### src/rtl/core/afh_pkg.sv
`default_nettype none
package afh_pkg;

  localparam int unsigned MAX_LEN = 1023;
  localparam int unsigned LEN_W   = $clog2(MAX_LEN + 2);

  localparam logic [31:0] MIX_MUL  = 32'h0001003F;
  localparam logic [31:0] MIX_MUL2 = 32'(64'(MIX_MUL) * 64'(MIX_MUL));

  localparam logic [7:0] CH_DOT    = 8'h2E;
  localparam logic [7:0] CH_SLASH  = 8'h2F;
  localparam logic [7:0] CH_BSLASH = 8'h5C;
  localparam logic [7:0] CH_UP_A   = 8'h41;
  localparam logic [7:0] CH_UP_Z   = 8'h5A;
  localparam logic [7:0] CASE_OFS  = 8'h20;

  localparam logic [23:0] EXT_CH_NIF = 24'h6E6966;
  localparam logic [23:0] EXT_CH_KF  = 24'h006B66;
  localparam logic [23:0] EXT_CH_DDS = 24'h646473;
  localparam logic [23:0] EXT_CH_WAV = 24'h776176;

  localparam logic [63:0] FLIP_NIF = 64'h0000_0000_0000_8000;
  localparam logic [63:0] FLIP_KF  = 64'h0000_0000_0000_0080;
  localparam logic [63:0] FLIP_DDS = 64'h0000_0000_0000_8080;
  localparam logic [63:0] FLIP_WAV = 64'h0000_0000_8000_0000;

  typedef enum logic [2:0] {
    EXT_OTHER,
    EXT_NIF,
    EXT_KF,
    EXT_DDS,
    EXT_WAV
  } afh_ext_t;

  typedef struct packed {
    logic [7:0] char_byte;
    logic       is_file;
    logic       has_char;
    logic       is_last;
  } afh_beat_t;

  typedef struct packed {
    logic [LEN_W-1:0] len;
    logic [7:0]       first;
    logic [7:0]       last;
    logic [7:0]       sec;
    logic             ovf;
  } afh_name_t;

  typedef struct packed {
    logic [LEN_W-1:0] len;
    logic [7:0]       first;
    logic [7:0]       last;
    logic [7:0]       sec;
    logic [31:0]      mid;
    logic [31:0]      ext_hash;
    afh_ext_t         ext_kind;
    logic             ovf;
  } afh_snap_t;

  function automatic logic [31:0] hash_mix(logic [31:0] h, logic [7:0] c);
    return 32'(h * MIX_MUL) + 32'(c);
  endfunction

  // Shifts one character into the running name summary; the middle hash is
  // kept outside so that two pushes in one beat need no chained multiply.
  function automatic afh_name_t push_ch(afh_name_t s, logic [7:0] c);
    afh_name_t r;
    r = s;
    if (s.len == '0) begin
      r.first = c;
    end
    r.sec  = s.last;
    r.last = c;
    if (s.len >= LEN_W'(MAX_LEN)) begin
      r.ovf = 1'b1;
      r.len = LEN_W'(MAX_LEN + 1);
    end else begin
      r.len = s.len + LEN_W'(1);
    end
    return r;
  endfunction

endpackage
`default_nettype wire

### src/rtl/core/afh_state.sv
`default_nettype none
module afh_state (
  input  wire logic              clk,
  input  wire logic              rst_n,
  input  wire logic              beat_valid,
  input  wire afh_pkg::afh_beat_t beat,
  input  wire logic              out_free,
  output logic                   take,
  output logic                   snap_valid,
  output afh_pkg::afh_snap_t     snap
);
  import afh_pkg::*;

  afh_name_t        name_r, name_nxt;
  logic [31:0]      mid_r, mid_nxt;
  logic             dot_r, dot_nxt;
  logic [LEN_W-1:0] stem_len_r, stem_len_nxt;
  logic [31:0]      stem_mid_r, stem_mid_nxt;
  logic [7:0]       stem_last_r, stem_last_nxt;
  logic [7:0]       stem_sec_r, stem_sec_nxt;
  logic [31:0]      ext_hash_r, ext_hash_nxt;
  logic [2:0]       ext_len_r, ext_len_nxt;
  logic [23:0]      ext_chars_r, ext_chars_nxt;
  logic             path_r, path_nxt;
  logic             file_r, file_nxt;
  logic             snap_valid_r;
  afh_snap_t        snap_r, snap_nxt;

  logic [7:0]  cf;
  logic        hc;
  logic [31:0] mid_one, mid_two;
  logic        snap_free;

  assign snap_free  = !snap_valid_r || out_free;
  assign take       = beat_valid && (!beat.is_last || snap_free);
  assign snap_valid = snap_valid_r;
  assign snap       = snap_r;

  assign hc = beat.has_char && (beat.char_byte != 8'h00);

  always_comb begin
    cf = beat.char_byte;
    if (cf >= CH_UP_A && cf <= CH_UP_Z) begin
      cf = cf + CASE_OFS;
    end
    if (cf == CH_SLASH) begin
      cf = CH_BSLASH;
    end
  end

  // Two pushes in one beat (separator, then character) fold into one
  // multiply by the squared constant.
  always_comb begin
    mid_one = (name_r.len >= LEN_W'(3)) ? hash_mix(mid_r, name_r.sec) : mid_r;
    if (name_r.len >= LEN_W'(3)) begin
      mid_two = 32'(mid_r * MIX_MUL2) + 32'({24'h0, name_r.sec} * MIX_MUL)
                + 32'(name_r.last);
    end else if (name_r.len == LEN_W'(2)) begin
      mid_two = hash_mix(mid_r, name_r.last);
    end else begin
      mid_two = mid_r;
    end
  end

  always_comb begin
    name_nxt      = name_r;
    mid_nxt       = mid_r;
    dot_nxt       = dot_r;
    stem_len_nxt  = stem_len_r;
    stem_mid_nxt  = stem_mid_r;
    stem_last_nxt = stem_last_r;
    stem_sec_nxt  = stem_sec_r;
    ext_hash_nxt  = ext_hash_r;
    ext_len_nxt   = ext_len_r;
    ext_chars_nxt = ext_chars_r;
    path_nxt      = path_r;
    file_nxt      = file_r;
    snap_nxt      = snap_r;

    if (hc) begin
      if (!beat.is_file) begin
        if (!file_r) begin
          path_nxt = 1'b1;
          name_nxt = push_ch(name_r, beat.char_byte);
          mid_nxt  = mid_one;
        end
      end else begin
        file_nxt = 1'b1;
        if (cf == CH_DOT) begin
          stem_len_nxt  = name_r.len;
          stem_mid_nxt  = mid_r;
          stem_last_nxt = name_r.last;
          stem_sec_nxt  = name_r.sec;
          dot_nxt       = 1'b1;
          ext_hash_nxt  = 32'(CH_DOT);
          ext_len_nxt   = '0;
          ext_chars_nxt = '0;
        end else if (dot_r) begin
          ext_hash_nxt  = hash_mix(ext_hash_r, cf);
          ext_len_nxt   = (ext_len_r == 3'd7) ? ext_len_r : ext_len_r + 3'd1;
          ext_chars_nxt = {ext_chars_r[15:0], cf};
        end
        if (!file_r && path_r) begin
          name_nxt = push_ch(push_ch(name_r, CH_BSLASH), cf);
          mid_nxt  = mid_two;
        end else begin
          name_nxt = push_ch(name_r, cf);
          mid_nxt  = mid_one;
        end
      end
    end

    if (beat.is_last) begin
      snap_nxt.len      = dot_nxt ? stem_len_nxt : name_nxt.len;
      snap_nxt.first    = name_nxt.first;
      snap_nxt.last     = dot_nxt ? stem_last_nxt : name_nxt.last;
      snap_nxt.sec      = dot_nxt ? stem_sec_nxt : name_nxt.sec;
      snap_nxt.mid      = dot_nxt ? stem_mid_nxt : mid_nxt;
      snap_nxt.ext_hash = dot_nxt ? ext_hash_nxt : 32'h0;
      snap_nxt.ovf      = name_nxt.ovf;
      snap_nxt.ext_kind = EXT_OTHER;
      if (dot_nxt) begin
        priority if (ext_len_nxt == 3'd3 && ext_chars_nxt == EXT_CH_NIF) begin
          snap_nxt.ext_kind = EXT_NIF;
        end else if (ext_len_nxt == 3'd2 && ext_chars_nxt == EXT_CH_KF) begin
          snap_nxt.ext_kind = EXT_KF;
        end else if (ext_len_nxt == 3'd3 && ext_chars_nxt == EXT_CH_DDS) begin
          snap_nxt.ext_kind = EXT_DDS;
        end else if (ext_len_nxt == 3'd3 && ext_chars_nxt == EXT_CH_WAV) begin
          snap_nxt.ext_kind = EXT_WAV;
        end else begin
          snap_nxt.ext_kind = EXT_OTHER;
        end
      end
      // The name is finished; start the next one from a clean slate.
      name_nxt      = '0;
      mid_nxt       = '0;
      dot_nxt       = 1'b0;
      stem_len_nxt  = '0;
      stem_mid_nxt  = '0;
      stem_last_nxt = '0;
      stem_sec_nxt  = '0;
      ext_hash_nxt  = '0;
      ext_len_nxt   = '0;
      ext_chars_nxt = '0;
      path_nxt      = 1'b0;
      file_nxt      = 1'b0;
    end
  end

  always_ff @(posedge clk) begin
    if (!rst_n) begin
      name_r      <= '0;
      mid_r       <= '0;
      dot_r       <= 1'b0;
      stem_len_r  <= '0;
      stem_mid_r  <= '0;
      stem_last_r <= '0;
      stem_sec_r  <= '0;
      ext_hash_r  <= '0;
      ext_len_r   <= '0;
      ext_chars_r <= '0;
      path_r      <= 1'b0;
      file_r      <= 1'b0;
    end else if (take) begin
      name_r      <= name_nxt;
      mid_r       <= mid_nxt;
      dot_r       <= dot_nxt;
      stem_len_r  <= stem_len_nxt;
      stem_mid_r  <= stem_mid_nxt;
      stem_last_r <= stem_last_nxt;
      stem_sec_r  <= stem_sec_nxt;
      ext_hash_r  <= ext_hash_nxt;
      ext_len_r   <= ext_len_nxt;
      ext_chars_r <= ext_chars_nxt;
      path_r      <= path_nxt;
      file_r      <= file_nxt;
    end
  end

  always_ff @(posedge clk) begin
    if (!rst_n) begin
      snap_valid_r <= 1'b0;
    end else if (take && beat.is_last) begin
      snap_valid_r <= 1'b1;
    end else if (out_free) begin
      snap_valid_r <= 1'b0;
    end
  end

  always_ff @(posedge clk) begin
    if (take && beat.is_last) begin
      snap_r <= snap_nxt;
    end
  end

endmodule
`default_nettype wire

### src/rtl/core/afh_final.sv
`default_nettype none
module afh_final (
  input  wire logic               clk,
  input  wire logic               rst_n,
  input  wire logic               snap_valid,
  input  wire afh_pkg::afh_snap_t snap,
  output logic                    out_free,
  output logic                    out_valid,
  input  wire logic               out_ready,
  output logic [63:0]             hash_value,
  output logic                    too_long
);
  import afh_pkg::*;

  logic        out_valid_r;
  logic [63:0] hash_r, hash_nxt;
  logic        too_long_r;
  logic [63:0] low_part;
  logic [31:0] high_part;
  logic [63:0] sum;

  assign out_free   = !out_valid_r || out_ready;
  assign out_valid  = out_valid_r;
  assign hash_value = hash_r;
  assign too_long   = too_long_r;

  always_comb begin
    low_part = '0;
    if (snap.len != '0) begin
      low_part = 64'(snap.last)
               + (64'((snap.len > LEN_W'(2)) ? snap.sec : 8'h00) << 8)
               + (64'(snap.len) << 16)
               + (64'(snap.first) << 24);
    end
    high_part = ((snap.len > LEN_W'(3)) ? snap.mid : 32'h0) + snap.ext_hash;
    sum       = low_part + {high_part, 32'h0};
    unique case (snap.ext_kind)
      EXT_NIF: hash_nxt = sum ^ FLIP_NIF;
      EXT_KF:  hash_nxt = sum ^ FLIP_KF;
      EXT_DDS: hash_nxt = sum ^ FLIP_DDS;
      EXT_WAV: hash_nxt = sum ^ FLIP_WAV;
      default: hash_nxt = sum;
    endcase
    if (snap.ovf) begin
      hash_nxt = '0;
    end
  end

  always_ff @(posedge clk) begin
    if (!rst_n) begin
      out_valid_r <= 1'b0;
    end else if (snap_valid && out_free) begin
      out_valid_r <= 1'b1;
    end else if (out_ready) begin
      out_valid_r <= 1'b0;
    end
  end

  always_ff @(posedge clk) begin
    if (snap_valid && out_free) begin
      hash_r     <= hash_nxt;
      too_long_r <= snap.ovf;
    end
  end

endmodule
`default_nettype wire

### src/rtl/core/archive_filename_hash.sv
`default_nettype none
// Archive file-name hash. Path bytes (in_tuser[0] = 0) and then file-name
// bytes (in_tuser[0] = 1) stream in one per beat; in_tuser[1] = 0 marks a beat
// without a character, and in_tlast ends the name and causes exactly one
// result beat carrying the 64-bit hash, with out_tuser[0] set when the joined
// name ran past 1023 characters (the hash is then zero). One beat is taken
// every clock cycle unless the input stalls as below: each beat passes an
// input register, one state-update stage (one multiply-add by the hash
// constant per path) that fills the snapshot register, and an output register.
// Input beats stall only while a last beat waits with both the snapshot
// register and the output register still holding untaken results.
module archive_filename_hash (
  input  wire logic        clk,
  input  wire logic        rst_n,
  input  wire logic        in_tvalid,
  output logic             in_tready,
  input  wire logic [7:0]  in_tdata,   // [7:0] char_byte
  input  wire logic [1:0]  in_tuser,   // [0] is_file, [1] has_char
  input  wire logic        in_tlast,   // is_last
  output logic             out_tvalid,
  input  wire logic        out_tready,
  output logic [63:0]      out_tdata,  // [63:0] hash_value
  output logic [0:0]       out_tuser   // [0] too_long
);
  import afh_pkg::*;

  logic      v1_r;
  afh_beat_t beat_r;
  logic      take;
  logic      snap_valid;
  afh_snap_t snap;
  logic      out_free;
  logic      too_long;

  assign in_tready = !v1_r || take;

  always_ff @(posedge clk) begin
    if (!rst_n) begin
      v1_r <= 1'b0;
    end else if (in_tvalid && in_tready) begin
      v1_r <= 1'b1;
    end else if (take) begin
      v1_r <= 1'b0;
    end
  end

  always_ff @(posedge clk) begin
    if (in_tvalid && in_tready) begin
      beat_r.char_byte <= in_tdata;
      beat_r.is_file   <= in_tuser[0];
      beat_r.has_char  <= in_tuser[1];
      beat_r.is_last   <= in_tlast;
    end
  end

  afh_state u_state (
    .clk        (clk),
    .rst_n      (rst_n),
    .beat_valid (v1_r),
    .beat       (beat_r),
    .out_free   (out_free),
    .take       (take),
    .snap_valid (snap_valid),
    .snap       (snap)
  );

  afh_final u_final (
    .clk        (clk),
    .rst_n      (rst_n),
    .snap_valid (snap_valid),
    .snap       (snap),
    .out_free   (out_free),
    .out_valid  (out_tvalid),
    .out_ready  (out_tready),
    .hash_value (out_tdata),
    .too_long   (too_long)
  );

  assign out_tuser[0] = too_long;

  // An overlong name always reports a zero hash.
  a_too_long_zero: assert property (@(posedge clk) disable iff (!rst_n)
    out_tvalid && out_tuser[0] |-> out_tdata == 64'h0)
    else $error("too_long result with nonzero hash");

  // Input back-pressure only comes from a held last beat.
  a_stall_cause: assert property (@(posedge clk) disable iff (!rst_n)
    !in_tready |-> v1_r && beat_r.is_last && snap_valid)
    else $error("input stalled without a pending last beat");

  // A waiting snapshot is not dropped while the output is blocked.
  a_snap_hold: assert property (@(posedge clk) disable iff (!rst_n)
    snap_valid && !out_free |=> snap_valid)
    else $error("snapshot lost while output blocked");

  // A snapshot moving on always lands in the output register.
  a_snap_move: assert property (@(posedge clk) disable iff (!rst_n)
    snap_valid && out_free |=> out_tvalid)
    else $error("snapshot moved but no result shown");

endmodule
`default_nettype wire

### config.mk
export PLATFORM = sky130hd
export DESIGN_NAME = archive_filename_hash
export DESIGN_NICKNAME = d
export VERILOG_FILES = /design/src/rtl/core/afh_pkg.sv /design/src/rtl/core/afh_state.sv /design/src/rtl/core/afh_final.sv /design/src/rtl/core/archive_filename_hash.sv
export SDC_FILE = /design/constraint.sdc
export NUM_CORES = 2
export LEC_CHECK = 0
export CAP_MARGIN = 25
export CORE_MARGIN = 4
export CORE_UTILIZATION = 55
export DETAILED_ROUTE_END_ITERATION = 8
export DONT_BUFFER_PORTS = 1
export GPL_TIMING_DRIVEN = 0
export HOLD_SLACK_MARGIN = 0.1
export PLACE_DENSITY = 0.7
export SYNTH_ARGS = -nofsm -noshare
export SYNTH_HDL_FRONTEND = slang
export SYNTH_SLANG_ARGS = --single-unit
### constraint.sdc
create_clock -name clk -period 16.1 [get_ports clk]
set_clock_uncertainty 0.2 [all_clocks]
set_input_delay 2.415 -clock clk [delete_from_list [all_inputs] [get_ports clk]]
set_output_delay 2.415 -clock clk [all_outputs]
set_load 0.01 [all_outputs]
==> flow_summary.json <==
{
  "vias_per_inst": 6.16,
  "power.static_leakage_nw": 21.3,
  "route.antenna.remaining_nets": 0,
  "post_synth_and_or_nand_nor_area_fraction": 0.134,
  "placedInstanceArea_um2": 43400,
  "synthArstFlopShare": 0,
  "grt_usage": 0.341,
  "hpwl_mm": 113,
  "row_count": 100,
  "ios": 82,
  "post_synth.cell_area_avg_um2": 9.15,
  "critPathMaxFanout": 12,
  "cts_num_sinks": 371,
  "grt_setup_unrepaired": "false",
  "timing_worst_slew_pin_value_ns": 1.13,
  "maximum_cell_stage_delay_along_the_critical_path_ns": 0.98,
  "netlist_instances": 4585,
  "post_synth_instance_area_um2": 41900,
  "worst_setup_path_start_kind": "flop",
  "clkSlewWorstSetupHoldPaths_ns": 0.07,
  "postSynth.topFlopCell": "sky130_fd_sc_hd__dfxtp_1",
  "period_needed_ns": 8.83,
  "clock_path_buffers": 3,
  "finish.utilization": 0.598,
  "post_synth_fa_ha_maj_area_fraction": 0.351,
  "total_power_density_per_cell_area_nw_per_um2": 64.5,
  "post-cts-setup-buffers": 0,
  "drt_pre_antenna_iters": 7,
  "tritoncts.num_buffers": 42,
  "synth_seq_area_share": 0.220,
  "clock_tree_from_tritoncts": "yes",
  "crit_path_top_delay_cell": "sky130_fd_sc_hd__dfxtp_1",
  "clk_latency_ns": 0.63,
  "slew_violations": 0,
  "routed_wirelength_mm": 139,
  "place_congestion": 0.982,
  "cp.buffers_inverters": 5,
  "critPathMostFrequentCell": "sky130_fd_sc_hd__fa_1",
  "port_buffer_count": 0,
  "root_buffer": "sky130_fd_sc_hd__clkbuf_16",
  "path_delay_family": "adder cells",
  "cts_resized": 0,
  "post-route-period-util": 0.548,
  "result_of_the_run": "finished, final reports clean",
  "required_ns": 16.19,
  "initial_core_util": 0.559,
  "drc_errors": 0,
  "slew_headroom": 0.249,
  "fillCellCount": 6598,
  "hp-class": "flop to flop",
  "ff_latch_area_um2": 9220,
  "synth-edff-count": 179,
  "ys_ff_latch": 371,
  "multi_input_comb_area_um2": 29100,
  "detail_route.wl_per_cell_um": 24.6,
  "full_die_area_um2": 80700,
  "timing.final.hold_violations": 0,
  "reg2reg_slack_ns": 7.27,
  "setup_viol": 0,
  "syn2layout_area_growth_pct": 7.10,
  "list_of_cells_traversed_by_the_critical_path": "fa_1, inv_1, fa_1, inv_1, ha_1, inv_1, fa_1, fa_1, inv_1, fa_1, fa_1, ha_1, ha_1, clkbuf_1, nand4_1, nor2_1, nand4_1, a41oi_1, nor4_1, a2111oi_0, o21ai_0, o221ai_2, a21oi_1",
  "vdd.ir_drop.worst_uv": 68.6,
  "die_width_um": 284,
  "ys_types": 109,
  "fin_hold_ws_ns": 0.285,
  "cp_data_arrival_time_ns": 8.91,
  "placeableCoreArea_um2": 75100,
  "fin_area_um2": 44900,
  "dominant_combinational_cell_family_by_area_after_synthesis": "adder cells",
  "fmax_mhz": 113,
  "crit_path_end_kind": "flop",
  "placement.setup.worst_slack_ns": 7.52,
  "ctsHoldBuffers": 0,
  "final_net_count": 5586,
  "route.vias.total": 34800,
  "synth_xor_xnor_area_share": 0.0462,
  "maximum_number_of_pins_on_one_net_before_global_route_repair": 64,
  "maxCapViolCount": 0,
  "postSynthNetCount": 5527,
  "drt_iter0_markers": 4036,
  "postLayoutSetupSlackWorst_ns": 7.27,
  "final_tns_setup_ns": 0,
  "layout-drive-gt1-share": 0.0325,
  "die_height_um": 284,
  "grt_pass1_wl_mm": 211,
  "grt_overflow_total": 0,
  "cts_max_level": 2,
  "first_global_vias": 34300,
  "compound_cell_area_share_of_the_yosys_netlist": 0.156,
  "mux_contribution_to_synthesized_area": 0.00603,
  "yosys_warns": 0,
  "antenna_found_initial": 4,
  "crit_type": "flop to flop"
}
==> cell families after synthesis <==
kind of cell,after synthesis
AOI/OAI and AO/OA,997
DFF,371
buffers and inverters,971
muxes,25
xor gates and xnor gates,218
adders and majority gates,927
and+or+nand+nor,1076
==> cells in the final DEF, fill, tap and decap left out, drive strengths merged, types with 33 or more instances in the layout <==
cell type,instances
xor2,81
nand2,237
a21o,74
and2,100
nor2b,153
dfxtp,192
o22ai,60
nand3,81
inv,801
and3,37
xnor2,136
a211oi,33
clkbuf,200
nor3,64
o21ai,209
nor2,238
edfxtp,179
o21a,34
fa,415
a22oi,138
buf,42
a21oi,235
ha,512
==> worst register-to-register path, cell delays in order, from the launching register on <==
cell	delay, ns
sky130_fd_sc_hd__dfxtp_1	0.98
sky130_fd_sc_hd__fa_1	0.66
sky130_fd_sc_hd__inv_1	0.25
sky130_fd_sc_hd__fa_1	0.45
sky130_fd_sc_hd__inv_1	0.07
sky130_fd_sc_hd__ha_1	0.15
sky130_fd_sc_hd__inv_1	0.06
sky130_fd_sc_hd__fa_1	0.49
sky130_fd_sc_hd__fa_1	0.50
sky130_fd_sc_hd__inv_1	0.06
sky130_fd_sc_hd__fa_1	0.51
sky130_fd_sc_hd__fa_1	0.51
sky130_fd_sc_hd__ha_1	0.31
sky130_fd_sc_hd__ha_1	0.28
sky130_fd_sc_hd__clkbuf_1	0.26
sky130_fd_sc_hd__nand4_1	0.21
sky130_fd_sc_hd__nor2_1	0.21
sky130_fd_sc_hd__nand4_1	0.26
sky130_fd_sc_hd__a41oi_1	0.45
sky130_fd_sc_hd__nor4_1	0.08
sky130_fd_sc_hd__a2111oi_0	0.89
sky130_fd_sc_hd__o21ai_0	0.24
sky130_fd_sc_hd__o221ai_2	0.28
sky130_fd_sc_hd__a21oi_1	0.13
==> cells in the mapped netlist (all sizes together), types with 81 or more instances <==
cell / instances / area share
o21ai: 209 / 0.025
a22oi: 138 / 0.025
inv: 797 / 0.071
dfxtp: 192 / 0.092
and2: 100 / 0.015
nand2: 237 / 0.021
nor2: 238 / 0.021
a21oi: 235 / 0.028
xnor2: 136 / 0.029
ha: 512 / 0.15
clkbuf: 146 / 0.013
edfxtp: 179 / 0.13
nand3: 81 / 0.010
fa: 415 / 0.20
xor2: 81 / 0.017
nor2b: 153 / 0.023
==> registers in the layout, summed over array words and instances, names as in the netlist <==
signal	flops
u_state.snap	103
u_final.hash_value	64
u_state.name_r	36
u_state.ext_hash_r	32
u_state.mid_r	32
u_state.stem_mid_r	32
u_state.ext_chars_r	24
beat_r	11
u_state.stem_len_r	11
u_state.stem_last_r	8
u_state.stem_sec_r	8
u_state.ext_len_r	3
u_final.out_valid	1
u_final.too_long	1
u_state.dot_r	1
u_state.file_r	1
u_state.path_r	1
u_state.snap_valid	1
v1_r	1
==> power by group <==
part	total (mW)	internal, mW	switching [mW]
combinational	0.838	0.288	0.550
clock	1.01	0.574	0.440
sequential	1.05	1.02	0.0300
total	2.90	1.88	1.02
==> layer usage <==
layer / vias up / part of all wire / GRT usage
met5: - / 0.00029 / 0
li1: 15700 / - / -
met1: 16800 / 0.40 / 0.454
met4: 6 / 0.068 / 0.194
met2: 1835 / 0.44 / 0.531
met3: 433 / 0.091 / 0.0573
==> final timing paths <==
check,endpoint,start,depth (start not counted)
max,u_state.snap[64],u_state.mid_r[1],23
min,u_final.too_long,u_state.snap[0],0
max reg2reg,u_state.snap[64],u_state.mid_r[1],23
min reg2reg,u_final.too_long,u_state.snap[0],0
==> cell type report <==
| type | instances | area share |
|---|---|---|
| multi-input cells | 3243 | 0.647 |
| flip-flops and latches | 371 | 0.205 |
| inverters | 798 | 0.0667 |
| well taps | 969 | 0.0270 |
| clock buffers | 54 | 0.0253 |
| plain buffers | 173 | 0.0148 |
| repair buffers | 15 | 0.00696 |
| clock inverters | 24 | 0.00666 |
| diodes | 2 | 0.000111 |
==> metrics by stage <==
step	instances	power [mW]
2_1_floorplan	4585	1.61
6_report	5649	2.90
3_5_place_dp	5564	1.87
4_1_cts	5642	2.88
5_1_grt	5647	3.02
3_3_place_gp	5554	1.86
(Power assumes the default switching activity.)
